## src/rtl/core/msort_ram.sv

```systemverilog
module msort_ram #(
    parameter int WIDTH = 32,
    parameter int DEPTH = 64,
    localparam int AW   = $clog2(DEPTH)
) (
    input  logic             aclk,
    input  logic             we,
    input  logic [AW-1:0]    waddr,
    input  logic [WIDTH-1:0] wdata,
    input  logic [AW-1:0]    raddr0,
    input  logic [AW-1:0]    raddr1,
    output logic [WIDTH-1:0] rdata0,
    output logic [WIDTH-1:0] rdata1
);

    logic [WIDTH-1:0] mem [DEPTH];

    // one write port, two registered read ports
    always_ff @(posedge aclk) begin
        if (we) begin
            mem[waddr] <= wdata;
        end
        rdata0 <= mem[raddr0];
        rdata1 <= mem[raddr1];
    end

endmodule

```

## config.mk

```make
export PLATFORM = sky130hd
export DESIGN_NAME = msort_ram
export DESIGN_NICKNAME = d
export VERILOG_FILES = /design/src/rtl/core/msort_ram.sv
export SDC_FILE = /design/constraint.sdc
export NUM_CORES = 2
export LEC_CHECK = 0
export BUFFER_PORTS_ARGS = -buffer_cell sky130_fd_sc_hd__buf_2
export CAP_MARGIN = 20
export CORE_AREA = 4 4 430 432
export CTS_BUF_LIST = sky130_fd_sc_hd__clkbuf_8
export CTS_CLUSTER_SIZE = 14
export DETAILED_ROUTE_END_ITERATION = 12
export DIE_AREA = 0 0 434 436
export PLACE_DENSITY = 0.65
export SLEW_MARGIN = 20
export SYNTH_ARGS = -nofsm -noshare
export SYNTH_HDL_FRONTEND = slang
export SYNTH_SLANG_ARGS = --single-unit
```

## constraint.sdc

```tcl
create_clock -name aclk -period 3.8 [get_ports aclk]
set_clock_uncertainty 0.15 [all_clocks]
set_input_delay 0 -clock aclk [delete_from_list [all_inputs] [get_ports aclk]]
set_output_delay 0 -clock aclk [all_outputs]
set_load 0.01 [all_outputs]
```

==> impl_metrics.ini <==
[synth]
syn_area_per_cell_um2 = 21.7
ys_seq_elements = 2112
syn-cell-area_um2 = 95700
synth_enable_flop_cells = 2048
syn-instance-count = 4412
synth-warning-count = 0
synthesis.nets = 4464
post_synth_num_cell_types = 38
synth_flop_cell = edfxtp_1
postSynth.asyncResetShare_pct = 0
portion_of_the_post_synthesis_area_used_by_sequential_elements_pct = 65.6

[floorplan]
die-area_um2 = 189000
floorplan.die.height_um = 436
initial_standard_cell_utilization_of_the_core_pct = 53.0
core_um2 = 181000
floorplan.rows = 156
die_width_um = 434
design.portCount = 116

[critical_path]
rrSetupSlack_ns = 0.49
worst-path-max-fanout = 29
timing_worst_setup_path_type = in -> reg
cp_data_arrival_time_ns = 4.23
cp-end-kind = register
worstPathRequired_ns = 4.60
critPathLaunchType = input port

[finish]
finalNetCount = 4957
final_common_cell = edfxtp_1
layout.cells.most_common_list = edfxtp_1 (2048), mux4_2 (1124), clkbuf_8 (389)
ff_latch_area_um2 = 62800
fraction_of_layout_cells_with_a_size_suffix_above_1_pct = 39.9
multi_input_comb_area_um2 = 31700
final_cell_count_no_fill = 7557
area.growth.synth_to_final_pct = 13.9
final.fill_count = 12600

[cts]
worstSkewPairLatency_ns = 1.08
clk_path_buf_depth = 4
tritoncts = yes
clock_sink_count = 2112
cts-root-buf = clkbuf_8
post-cts-setup-buffer-count = 0
clock_buffers_created_by_tritoncts = 357
cts.clk_slew.worst_paths_ns = 0.06
cts-htree-levels = 5

[sta]
final_hold_vio_count = 0
final-setup-viol-count = 0
period_needed_ns = 3.43
grt_setup_unrepaired = no
timing.final.crit_share_pct = 90.3
timing.slew.headroom_pct = 17.2
max_clock_freq_ghz = 0.291
holdWs_ns = 0.119
worst_slew_pin_slew_ns = 1.24
final.setup.tns_ns = 0
number_of_max_slew_violations_in_the_final_report = 0

[placed_design]
port_buffers = 115
detailed_place_hpwl_um = 175000
place.gp.congestion = 0.845
dp_cells = 6810

[run_status]
run_status = complete, no violations

[grt]
grt_util_all_layers_pct = 31.8
grt_first_pass_wirelength_um = 418000
grt.met1_usage_pct = 45.3
antenna_found_initial = 24
grt_met2_use_pct = 47.4
overflow = 0
groute.layer.met3.usage_pct = 8.85
via_count_of_the_first_global_routing_pass = 54400
gr-max-usage-layer = met2
grt_start_max_net_pins = 72

[routing]
antenna_violating_nets_post_route = 0
drt_wl_total_um = 299000
detailedRoute.firstIterationViolations = 7525
wire_per_inst_um = 39.6
via_count = 54000
first_pass_iters = 6
drc = 0
routed_via_density = 7.15

[power_and_ir_drop]
power_density_nw_per_um2 = 460
power.ir.vdd_worst_mv = 0.295
power.total_uw = 50100
leak_pwr_uw = 0.0350

[worst_hold_path]
hold_class = in -> reg

[job]
max_cap_violations = 0
==> power by group <==
part	total [uW]	internal, uW	switching [uW]
sequential	26000	25800	193
combinational	4400	1870	2540
clock	19700	10500	9160
==> sequential cells by signal, indices dropped and copies added (netlist names) <==
name	cells
rdata1	32
rdata0	32
mem	2048
==> Yosys cell counts (all sizes together) (2+ instances only) <==
| library cell | number | share of area [%] |
|---|---|---|
| o22ai | 56 | 0.37 |
| o32a | 9 | 0.094 |
| mux4 | 1124 | 26 |
| or2 | 3 | 0.020 |
| a22oi | 85 | 0.67 |
| nor2 | 94 | 0.37 |
| or3b | 2 | 0.018 |
| o221ai | 16 | 0.15 |
| o211ai | 27 | 0.21 |
| o21ai | 49 | 0.26 |
| nand2 | 93 | 0.36 |
| nand2b | 8 | 0.052 |
| or3 | 2 | 0.013 |
| a32oi | 9 | 0.082 |
| a221oi | 13 | 0.12 |
| edfxtp | 2048 | 64 |
| mux2i | 204 | 2.1 |
| clkbuf | 135 | 0.53 |
| nand3 | 9 | 0.047 |
| and2 | 6 | 0.039 |
| nor2b | 19 | 0.12 |
| nor3 | 3 | 0.016 |
| a211oi | 15 | 0.12 |
| buf | 212 | 1.3 |
| mux2 | 36 | 0.42 |
| nand3b | 6 | 0.047 |
| a21oi | 58 | 0.30 |
| nand4 | 2 | 0.013 |
| dfxtp | 64 | 1.3 |
==> worst max-delay path: stages <==
cell	delay, ns
dlygate4sd3_1	0.57
buf_8	0.42
buf_4	0.45
mux4_2	0.56
mux2_2	0.27
dlygate4sd3_1	0.54
o21ai_0	0.14
dlygate4sd3_1	0.57
a21oi_1	0.06
dlygate4sd3_1	0.58
==> final timing paths <==
path	start	depth (start not counted)	endpoint
max reg2reg	mem[2][31]$_DFFE_PP_	7	rdata1[31]$_DFF_P_
min	wdata[15]	3	mem[31][15]$_DFFE_PP_
min reg2reg	mem[38][11]$_DFFE_PP_	4	rdata0[11]$_DFF_P_
max	raddr1[0]	10	rdata1[31]$_DFF_P_
==> final cells by class <==
type	instances	share of cell area, %
Clock inverter	244	1.31
Tap cell	2370	2.72
Timing Repair Buffer	481	4.33
Antenna cell	8	0.0184
Clock buffer	389	4.92
Inverter	1	0.00345
Sequential cell	2112	57.6
Multi-Input combinational cell	1952	29.1
==> per-stage QoR <==
stage / area [um2] / utilization, % / setup slack, ns
2_1_floorplan: 95700 / - / 0.459
3_3_place_gp: 101000 / 55.9 / 0.536
3_5_place_dp: 101000 / 55.9 / 0.548
4_1_cts: 108000 / 60.1 / 0.478
5_1_grt: 109000 / 60.3 / 0.228
6_report: 109000 / 60.3 / 0.369
==> kinds of logic (layout without fill, tap and decap cells) <==
family	count (synthesis)	after routing	synth area share (%)
compound gates	340	340	2.39
buf+inv	348	1115	1.83
flops	2112	2112	65.6
mux	1364	1364	29.0
other cells	0	8	0
simple gates	248	248	1.13
==> per-layer routing <==
metal	vias to the layer above	wire length, um
met3	617	37500
met2	3731	138000
met4	10	13000
met5	-	72
li1	20600	-
met1	29100	111000
==> timing repair <==
| action | in CTS | in global routing |
|---|---|---|
| hold buffers | 75 | 29 |
| endpoints found under the hold margin | 2789 | 1607 |
| gates resized for setup | 0 | 0 |
No activity file was read; power rests on OpenSTA's default activity.
