### src/rtl/core/msort_pkg.sv
package msort_pkg;

    // capacity and widths
    localparam int MAX_ITEMS = 64;
    localparam int DATA_W    = 32;
    localparam int IDX_W     = $clog2(MAX_ITEMS);
    localparam int CNT_W     = $clog2(MAX_ITEMS + 1);

    typedef logic [IDX_W-1:0]  idx_t;
    typedef logic [CNT_W-1:0]  cnt_t;
    typedef logic [DATA_W-1:0] word_t;

    // sequencer states
    typedef enum logic [2:0] {
        S_LOAD,
        S_RUN,
        S_RD,
        S_CMP,
        S_EMIT_RD,
        S_EMIT_SHOW
    } state_t;

    // bank codes
    localparam logic BANK_MAIN    = 1'b0;
    localparam logic BANK_SCRATCH = 1'b1;

    // memory command from the sequencer
    typedef struct packed {
        logic  wr_en;
        logic  wr_bank;
        idx_t  wr_addr;
        word_t wr_data;
        idx_t  rd_addr0;
        idx_t  rd_addr1;
    } mem_cmd_t;

    // read data of both banks, both ports
    typedef struct packed {
        word_t main0;
        word_t main1;
        word_t scr0;
        word_t scr1;
    } mem_rsp_t;

endpackage

### src/rtl/core/msort_ctrl.sv
module msort_ctrl (
    input  logic                         aclk,
    input  logic                         aresetn,
    input  logic                         s_valid,
    output logic                         s_ready,
    input  logic signed [msort_pkg::DATA_W-1:0] s_value,
    input  logic                         s_last,
    output logic                         m_valid,
    input  logic                         m_ready,
    output logic signed [msort_pkg::DATA_W-1:0] m_sorted_value,
    output logic                         m_end_of_set,
    output logic                         m_overflow,
    output msort_pkg::mem_cmd_t          cmd,
    input  msort_pkg::mem_rsp_t          rsp
);

    msort_pkg::state_t state_reg, state_next;
    msort_pkg::cnt_t   cnt_reg, cnt_next;
    logic              drop_reg, drop_next;
    logic              dir_reg, dir_next;
    msort_pkg::cnt_t   width_reg, width_next;
    msort_pkg::cnt_t   lo_reg, lo_next;
    msort_pkg::cnt_t   mid_reg, mid_next;
    msort_pkg::cnt_t   hi_reg, hi_next;
    msort_pkg::cnt_t   i_reg, i_next;
    msort_pkg::cnt_t   j_reg, j_next;
    msort_pkg::cnt_t   k_reg, k_next;
    msort_pkg::idx_t   e_reg, e_next;

    logic                     in_xfer;
    logic                     out_xfer;
    logic                     full;
    msort_pkg::cnt_t          cnt_after;
    logic [msort_pkg::CNT_W:0] mid_sum;
    logic [msort_pkg::CNT_W:0] hi_sum;
    logic [msort_pkg::CNT_W:0] width_dbl;
    logic [msort_pkg::CNT_W:0] lo_step;
    msort_pkg::word_t         head_a;
    msort_pkg::word_t         head_b;
    logic                     take_a;
    logic                     run_done;
    logic                     pass_done;
    logic                     sort_done;
    logic                     emit_done;

    assign in_xfer  = s_valid && s_ready;
    assign out_xfer = m_valid && m_ready;

    // load bookkeeping
    assign full      = (cnt_reg == msort_pkg::CNT_W'(msort_pkg::MAX_ITEMS));
    assign cnt_after = full ? cnt_reg : cnt_reg + 1'b1;

    // run bounds, clipped to the set size
    assign width_dbl = {1'b0, width_reg} << 1;
    assign mid_sum   = {1'b0, lo_reg} + {1'b0, width_reg};
    assign hi_sum    = {1'b0, lo_reg} + width_dbl;
    assign lo_step   = hi_sum;

    // heads of both runs come from the source bank
    assign head_a = (dir_reg == msort_pkg::BANK_MAIN) ? rsp.main0 : rsp.scr0;
    assign head_b = (dir_reg == msort_pkg::BANK_MAIN) ? rsp.main1 : rsp.scr1;

    // stable pick: left run wins ties
    assign take_a = (i_reg < mid_reg) &&
                    ((j_reg >= hi_reg) || ($signed(head_a) <= $signed(head_b)));

    assign run_done  = (k_reg + 1'b1 == hi_reg);
    assign pass_done = (lo_step >= {1'b0, cnt_reg});
    assign sort_done = (width_dbl >= {1'b0, cnt_reg});
    assign emit_done = ({1'b0, e_reg} + 1'b1 == cnt_reg);

    // next state
    always_comb begin
        state_next = state_reg;
        unique case (state_reg)
            msort_pkg::S_LOAD: begin
                if (in_xfer && s_last) begin
                    state_next = (cnt_after > msort_pkg::CNT_W'(1)) ? msort_pkg::S_RUN
                                                                     : msort_pkg::S_EMIT_RD;
                end
            end
            msort_pkg::S_RUN: begin
                state_next = msort_pkg::S_RD;
            end
            msort_pkg::S_RD: begin
                state_next = msort_pkg::S_CMP;
            end
            msort_pkg::S_CMP: begin
                priority if (!run_done) begin
                    state_next = msort_pkg::S_RD;
                end else if (!pass_done) begin
                    state_next = msort_pkg::S_RUN;
                end else if (!sort_done) begin
                    state_next = msort_pkg::S_RUN;
                end else begin
                    state_next = msort_pkg::S_EMIT_RD;
                end
            end
            msort_pkg::S_EMIT_RD: begin
                state_next = msort_pkg::S_EMIT_SHOW;
            end
            msort_pkg::S_EMIT_SHOW: begin
                if (out_xfer) begin
                    state_next = emit_done ? msort_pkg::S_LOAD : msort_pkg::S_EMIT_RD;
                end
            end
            default: state_next = msort_pkg::S_LOAD;
        endcase
    end

    // pointer and counter updates
    always_comb begin
        cnt_next   = cnt_reg;
        drop_next  = drop_reg;
        dir_next   = dir_reg;
        width_next = width_reg;
        lo_next    = lo_reg;
        mid_next   = mid_reg;
        hi_next    = hi_reg;
        i_next     = i_reg;
        j_next     = j_reg;
        k_next     = k_reg;
        e_next     = e_reg;
        unique case (state_reg)
            msort_pkg::S_LOAD: begin
                if (in_xfer) begin
                    cnt_next  = cnt_after;
                    drop_next = drop_reg | full;
                    if (s_last) begin
                        dir_next   = msort_pkg::BANK_MAIN;
                        width_next = msort_pkg::CNT_W'(1);
                        lo_next    = '0;
                        e_next     = '0;
                    end
                end
            end
            msort_pkg::S_RUN: begin
                mid_next = (mid_sum > {1'b0, cnt_reg}) ? cnt_reg : mid_sum[msort_pkg::CNT_W-1:0];
                hi_next  = (hi_sum > {1'b0, cnt_reg}) ? cnt_reg : hi_sum[msort_pkg::CNT_W-1:0];
                i_next   = lo_reg;
                j_next   = (mid_sum > {1'b0, cnt_reg}) ? cnt_reg : mid_sum[msort_pkg::CNT_W-1:0];
                k_next   = lo_reg;
            end
            msort_pkg::S_RD: begin
            end
            msort_pkg::S_CMP: begin
                k_next = k_reg + 1'b1;
                if (take_a) begin
                    i_next = i_reg + 1'b1;
                end else begin
                    j_next = j_reg + 1'b1;
                end
                if (run_done) begin
                    if (pass_done) begin
                        // pass over: swap banks and double the run width
                        dir_next   = ~dir_reg;
                        width_next = width_dbl[msort_pkg::CNT_W-1:0];
                        lo_next    = '0;
                        e_next     = '0;
                    end else begin
                        lo_next = lo_step[msort_pkg::CNT_W-1:0];
                    end
                end
            end
            msort_pkg::S_EMIT_RD: begin
            end
            msort_pkg::S_EMIT_SHOW: begin
                if (out_xfer) begin
                    if (emit_done) begin
                        cnt_next  = '0;
                        drop_next = 1'b0;
                        dir_next  = msort_pkg::BANK_MAIN;
                    end else begin
                        e_next = e_reg + 1'b1;
                    end
                end
            end
            default: begin
            end
        endcase
    end

    // outputs and memory commands
    always_comb begin
        s_ready      = 1'b0;
        m_valid      = 1'b0;
        cmd.wr_en    = 1'b0;
        cmd.wr_bank  = msort_pkg::BANK_MAIN;
        cmd.wr_addr  = cnt_reg[msort_pkg::IDX_W-1:0];
        cmd.wr_data  = s_value;
        cmd.rd_addr0 = e_reg;
        cmd.rd_addr1 = j_reg[msort_pkg::IDX_W-1:0];
        unique case (state_reg)
            msort_pkg::S_LOAD: begin
                s_ready   = 1'b1;
                cmd.wr_en = s_valid && !full;
            end
            msort_pkg::S_RUN: begin
            end
            msort_pkg::S_RD: begin
                cmd.rd_addr0 = i_reg[msort_pkg::IDX_W-1:0];
                cmd.rd_addr1 = j_reg[msort_pkg::IDX_W-1:0];
            end
            msort_pkg::S_CMP: begin
                cmd.wr_en   = 1'b1;
                cmd.wr_bank = ~dir_reg;
                cmd.wr_addr = k_reg[msort_pkg::IDX_W-1:0];
                cmd.wr_data = take_a ? head_a : head_b;
            end
            msort_pkg::S_EMIT_RD: begin
            end
            msort_pkg::S_EMIT_SHOW: begin
                m_valid = 1'b1;
            end
            default: begin
            end
        endcase
    end

    // result payload straight from the registered read port
    assign m_sorted_value = head_a;
    assign m_end_of_set   = emit_done;
    assign m_overflow     = drop_reg;

    always_ff @(posedge aclk) begin
        if (!aresetn) begin
            state_reg <= msort_pkg::S_LOAD;
            cnt_reg   <= '0;
            drop_reg  <= 1'b0;
            dir_reg   <= msort_pkg::BANK_MAIN;
        end else begin
            state_reg <= state_next;
            cnt_reg   <= cnt_next;
            drop_reg  <= drop_next;
            dir_reg   <= dir_next;
        end
    end

    // pointers need no reset
    always_ff @(posedge aclk) begin
        width_reg <= width_next;
        lo_reg    <= lo_next;
        mid_reg   <= mid_next;
        hi_reg    <= hi_next;
        i_reg     <= i_next;
        j_reg     <= j_next;
        k_reg     <= k_next;
        e_reg     <= e_next;
    end

endmodule

### config.mk
export PLATFORM = sky130hd
export DESIGN_NAME = msort_ctrl
export DESIGN_NICKNAME = d
export VERILOG_FILES = /design/src/rtl/core/msort_pkg.sv /design/src/rtl/core/msort_ctrl.sv
export SDC_FILE = /design/constraint.sdc
export NUM_CORES = 1
export LEC_CHECK = 0
export ABC_CLOCK_PERIOD_IN_PS = 3950
export BUFFER_PORTS_ARGS = -buffer_cell sky130_fd_sc_hd__buf_2
export CELL_PAD_IN_SITES_DETAIL_PLACEMENT = 1
export CELL_PAD_IN_SITES_GLOBAL_PLACEMENT = 1
export CORE_MARGIN = 3
export CORE_UTILIZATION = 34
export CTS_CLUSTER_DIAMETER = 50
export DETAILED_ROUTE_END_ITERATION = 10
export GPL_ROUTABILITY_DRIVEN = 0
export MAX_ROUTING_LAYER = met4
export PLACE_DENSITY = 0.88
export RECOVER_POWER = 50
export REMOVE_ABC_BUFFERS = 1
export SYNTH_ARGS = -nofsm -noshare
export SYNTH_HDL_FRONTEND = slang
export SYNTH_SLANG_ARGS = --single-unit
### constraint.sdc
create_clock -name aclk -period 3.95 [get_ports aclk]
set_input_delay 0.1975 -clock aclk [delete_from_list [all_inputs] [get_ports aclk]]
set_output_delay 0.1975 -clock aclk [all_outputs]
set_load 0.1 [all_outputs]
==> out/metrics.csv, run 1 <==
metric,value,unit
hpwl,25000,microns
grt_max_degree,78,
htree_levels,3,
cts_tree,yes,
cp_slowest_cell,dfxtp_4,
path_max_fanout,7,
path_depth,15,
end_kind,output pin,
cp.required,3750,ps
startpoint_type,flop,
first_global_vias,8111,
stdcell_count,1348,
yosysTopAreaCellShare,0.236,
io_pins,253,
nets,1307,
worstSetupPathType,flop to output pin,
worst_slew_pin_slew,1280,ps
drt-initial-drc-count,713,
synth_area_leaders,"edfxtp_1 (24%), ha_1 (15%), mux2_2 (9.2%), mux2i_1 (4.9%), o21ai_0 (4.1%)",
synth.largest_area_cell,edfxtp_1,
fin_crit_sh,1.12,
wirelength,39100,microns
grt.overflow.total,0,
placed_cells,1284,
finalCoreUtilization,0.522,
clock_sinks,67,
final_common_cell,buf_2,
fin_ws,-463,ps
vias,8088,
critPathBufInv,5,
ff2ff_setup_slack,30,ps
core_area,19800,sq um
grt_use_met2,0.493,
clock_tree.buffer_depth,2,
grt_pass1_wl,46900,microns
synthFlopType,edfxtp_1,
r2r_cells,15,
async_reset_ff_frac,0,
start_util,0.353,
ys_ff_latch,67,
ys_types,57,
chipHeight,149,microns
synth-edff-count,55,
fmax,0.227,GHz
finalClockSkew,11.5,ps
die_area,22300,sq um
ys_warn_count,0,
use_met1,0.299,
netlist_instances,787,
clk_pin_slew,60,ps
drv_cap,0,
cp_cell_sequence,buf_6 > clkbuf_16 > mux2i_2 > ha_4 > nand4_1 > nor3_1 > a22oi_1 > o211ai_1 > nor4bb_2 > nand3b_1 > buf_6 > clkbuf_16 > o21ai_0 > o21ai_2 > buf_12,
power_density,788,nW/um^2
synthToLayoutAreaGrowth,47.9,%
antenna_found_initial,19,
root_buffer,clkbuf_16,
drtPass1Iterations,5,
fillers,2239,
rsz0062_at_grt,true,
crit_arrival,4220,ps
die_w,149,microns
drc,0,
slew_viol_final,0,
avgSynthCellArea,8.90,sq um
gr-usage-all-layers,0.282,
pre_cts_ws,69.3,ps
relSlewSlack,0.145,
drive_gt1_frac,0.421,
violations,negative setup slack,
slowest_delay,440,ps
final-hold-violation-count,0,
ir_worst_vdd,0.542,mV
final_cell_mix,"buf_2 (213), ha_1 (74), nand2_1 (69)",
port_buffers,252,
row_count,51,
clk_latency,340,ps
fin_crit,4410,ps
met3_usage,0.0542,
syn-cell-area,7000,sq um
wl_per_cell,29.0,microns
via_per_inst,6.00,
setup_viol,32,
critPathTopFamily,simple AND/OR/NAND/NOR gates,
ys_seq_area_frac,0.270,
min_path_type,primary input to flop,
busiest_layer,met2,
antenna_left,0,
power.leakage,4.51,nW
cts_buffers,9,
whs_path_depth,2,
status,"complete, but fails checks",
where the power goes:
| group | internal [W] | total [W] | switching, W |
|---|---|---|---|
| Combinational | 0.00226 | 0.00579 | 0.00353 |
| Clock | 0.000586 | 0.000895 | 0.000309 |
| Sequential | 0.00119 | 0.00148 | 0.000292 |
| Total | 0.00403 | 0.00816 | 0.00413 |
metrics by stage:
| step | setup TNS, ps | hold slack, ps | power (W) | instance area (sq um) |
|---|---|---|---|---|
| 6_report | -11500 | 236 | 0.00816 | 10400 |
| 3_3_place_gp | 0 | 465 | 0.00604 | 9070 |
| 2_1_floorplan | -130860 | 336 | 0.00488 | 6780 |
| 5_1_grt | -11760 | 256 | 0.00857 | 10400 |
| 3_5_place_dp | 0 | 456 | 0.00637 | 9070 |
| 4_1_cts | -19.2 | 226 | 0.00732 | 9540 |
timing repair:
item                                    in CTS  in global routing
hold buffers                                 0                  0
endpoints found under the setup margin      32                 53
pin swaps                                    4                 35
gates resized for setup                     15                113
setup buffers                                3                 11
gates cloned                                 2                 10
metal layers:
| layer | share of wire | vias to the layer above | routed length [microns] |
|---|---|---|---|
| met2 | 0.48 | 515 | 18600 |
| li1 | - | 3426 | - |
| met5 | 0 | - | 0 |
| met3 | 0.096 | 193 | 3740 |
| met1 | 0.36 | 3954 | 13900 |
| met4 | 0.074 | 0 | 2880 |
Yosys cell counts (all sizes together), types with 3 or more instances:
cell     n
mux2    57
dfxtp   12
o31ai    4
a221oi   3
inv     36
nor4     6
o21bai   5
nand3   26
xor2    17
edfxtp  55
nand2   69
a21oi   57
clkbuf  24
ha      84
nor3     8
and3    20
nand2b   5
a31oi    3
buf     18
o211ai   3
nor2b    4
nand4   10
and4     3
and2    34
a21o    10
nor2    38
mux2i   34
o21ai   89
xnor2   30
cells by family after synthesis:
group | synth area share
xor gates and xnor gates | 0.0588
and+or+nand+nor | 0.169
AOI/OAI and AO/OA | 0.155
DFF | 0.270
adders and majority gates | 0.156
buffers and inverters | 0.0508
muxes | 0.140
layout make-up:
type | instances | area, sq um | area share
well taps | 265 | 332 | 0.0320
clock buffers | 12 | 256 | 0.0248
diodes | 22 | 55.1 | 0.00532
multi-input cells | 641 | 5250 | 0.507
inverters | 37 | 139 | 0.0134
repair buffers | 300 | 2360 | 0.228
clock inverters | 4 | 72.6 | 0.00701
flip-flops and latches | 67 | 1900 | 0.183
final timing paths:
kind / start / to
setup / recovery: dir_reg / cmd[41]
setup reg to reg: dir_reg / j_reg[3]
hold / removal: aresetn / cnt_reg[5]
hold reg to reg: m_overflow / m_overflow
(Power assumes the default switching activity.)
==> run 2, diff against run 1 <==
CORE_ASPECT_RATIO = 0.8   (was unset)
==> out/metrics.csv, run 2 (synthesis gave the netlist of run 1 again) <==
metric,value,unit,change
drv_cap,0,,unchanged
holdWs,217,ps,-19.2 ps
wirelength,33900,microns,-13%
worst_slew_pin_slew,1420,ps,+140 ps
antenna_found_initial,1,,-18
placed_cells,1279,,-0.39%
postCtsHoldBufs,0,,unchanged
start_util,0.350,,-0.00324
place_area,9040,sq um,-0.34%
antenna_left,0,,unchanged
setup_viol,39,,+22%
clock_sinks,67,,unchanged
slew_viol_final,0,,unchanged
root_buffer,clkbuf_16,,
gr-usage-all-layers,0.271,,-0.0109
rsz0062_at_grt,true,,
total_power,0.00844,W,+3.4%
cp_cell_sequence,buf_4 > buf_12 > mux2i_1 > ha_1 > nand4_1 > buf_4 > nor3_1 > a22oi_1 > o211ai_1 > nor4bb_1 > nand3b_1 > buf_4 > clkbuf_16 > o21ai_0 > o21ai_2 > buf_12,,
finalClockSkew,12.7,ps,+1.26 ps
fin_ws,-389,ps,+74.4 ps
port_buffers,252,,unchanged
htree_levels,3,,unchanged
fin_crit_sh,1.10,,-0.0188
clk_latency,350,ps,about the same
wl_per_cell,25.4,microns,-12%
crit_arrival,4140,ps,-80 ps
drt-initial-drc-count,593,,-17%
power_density,817,nW/um^2,+3.6%
min_path_type,primary input to flop,,
path_max_fanout,16,,+9
via_per_inst,5.83,,-2.9%
crit_top_cell,buf_4,,
die_area,22400,sq um,about the same
stdcell_count,1334,,-1.0%
drc,0,,unchanged
grt_pass1_wl,46300,microns,-1.2%
cp_slowest_cell,nor4bb_1,,
die_w,166,microns,+11%
synthToLayoutAreaGrowth,47.6,%,
drive_gt1_frac,0.406,,-0.0153
hold_path_startpoint,aresetn,,
chipHeight,134,microns,-10%
grt.overflow.total,0,,unchanged
cts_tree,yes,,
timing.rr.start,dir_reg,,
fin_crit,4340,ps,-74.4 ps
slowest_delay,470,ps,+30 ps
startpoint_type,flop,,
violations,negative setup slack,,
power.leakage,4.50,nW,-0.18%
vias,7773,,-3.9%
clock_tree.buffer_depth,2,,unchanged
final-hold-violation-count,0,,unchanged
fin_setup_tns,-11840,ps,-340 ps
status,"complete, but fails checks",,
cp.required,3750,ps,about the same
relSlewSlack,0.0491,,-0.0962
cts_buffers,9,,unchanged
row_count,46,,-9.8%
drtPass1Iterations,5,,unchanged
worstSetupPathType,flop to output pin,,
final_common_cell,buf_2,,
hpwl,23100,microns,-7.5%
startpoint,dir_reg,,
clk_pin_slew,60,ps,about the same
design_area,10300,sq um,-0.21%
ir_worst_vdd,0.412,mV,-24%
io_pins,253,,unchanged
grt_max_degree,34,,-56%
end_kind,output pin,,
final_cell_mix,"buf_2 (180), ha_1 (73), nand2_1 (69)",,
core_area,20000,sq um,+0.93%
nets,1315,,+0.61%
fmax,0.230,GHz,+1.7%
first_global_vias,8016,,-1.2%
run 2: changes by cell type in the layout (fill, tap and decap cells not counted), moves of 7 or more:
cell | before | now
and2_4 | 2 | 15
o21ai_2 | 31 | 24
buf_12 | 31 | 41
buf_2 | 213 | 180
mux2i_1 | 23 | 30
buf_6 | 9 | 1
clkbuf_1 | 9 | 40
diode_2 | 22 | 1
clkbuf_16 | 20 | 13
buf_4 | 25 | 39
and2_0 | 10 | 3
run 2: repair_timing:
action / in CTS / in global routing
resized for setup: 54 / 86
buffers inserted: 16 / 15
cloned: 3 / 4
endpoints found under the setup margin: 45 / 60
pin swaps: 19 / 53
run 2: final cells by class:
| cell class | count | area [sq um] |
|---|---|---|
| diodes | 1 | 2.50 |
| clock buffers | 10 | 239 |
| clock inverters | 6 | 88.8 |
| fillers | 2298 | 9700 |
| inverters | 37 | 139 |
| multi-input cells | 641 | 5280 |
| flip-flops and latches | 67 | 1900 |
| well taps | 264 | 330 |
| repair buffers | 308 | 2360 |
run 2: power by group:
part	internal [W]	switching, W
registers	0.00119	0.000292
logic	0.00240	0.00366
clock network	0.000570	0.000329
total	0.00416	0.00428
run 2: metrics by stage:
step | setup WS (ps) | utilization
5_1_grt | -433 | 0.516
2_1_floorplan | -3580 | -
3_3_place_gp | 70.8 | 0.451
6_report | -389 | 0.516
3_5_place_dp | -60.0 | 0.451
4_1_cts | -39.9 | 0.490
run 2: critical path, delay by kind of cell (launching register included):
family	cells	cell delay, ps
buf+inv	6	1010
simple gates	4	930
compound gates	4	700
flops	1	420
mux	1	380
fa+ha+maj	1	340
run 2: path summary, 6_finish.rpt:
check	cells after the start	endpoint	slack, ps
setup / recovery	16	cmd[40]	-390
hold / removal	3	cnt_reg[3]	220
setup reg to reg	16	j_reg[5]	-160
hold reg to reg	2	m_overflow	480
run 2: layer usage:
metal | part of all wire | track usage | vias up
li1 | - | - | 3413
met1 | 0.39 | 0.317 | 3831
met2 | 0.49 | 0.476 | 404
met3 | 0.069 | 0.0548 | 125
met4 | 0.046 | 0.0756 | 0
met5 | 0 | - | -
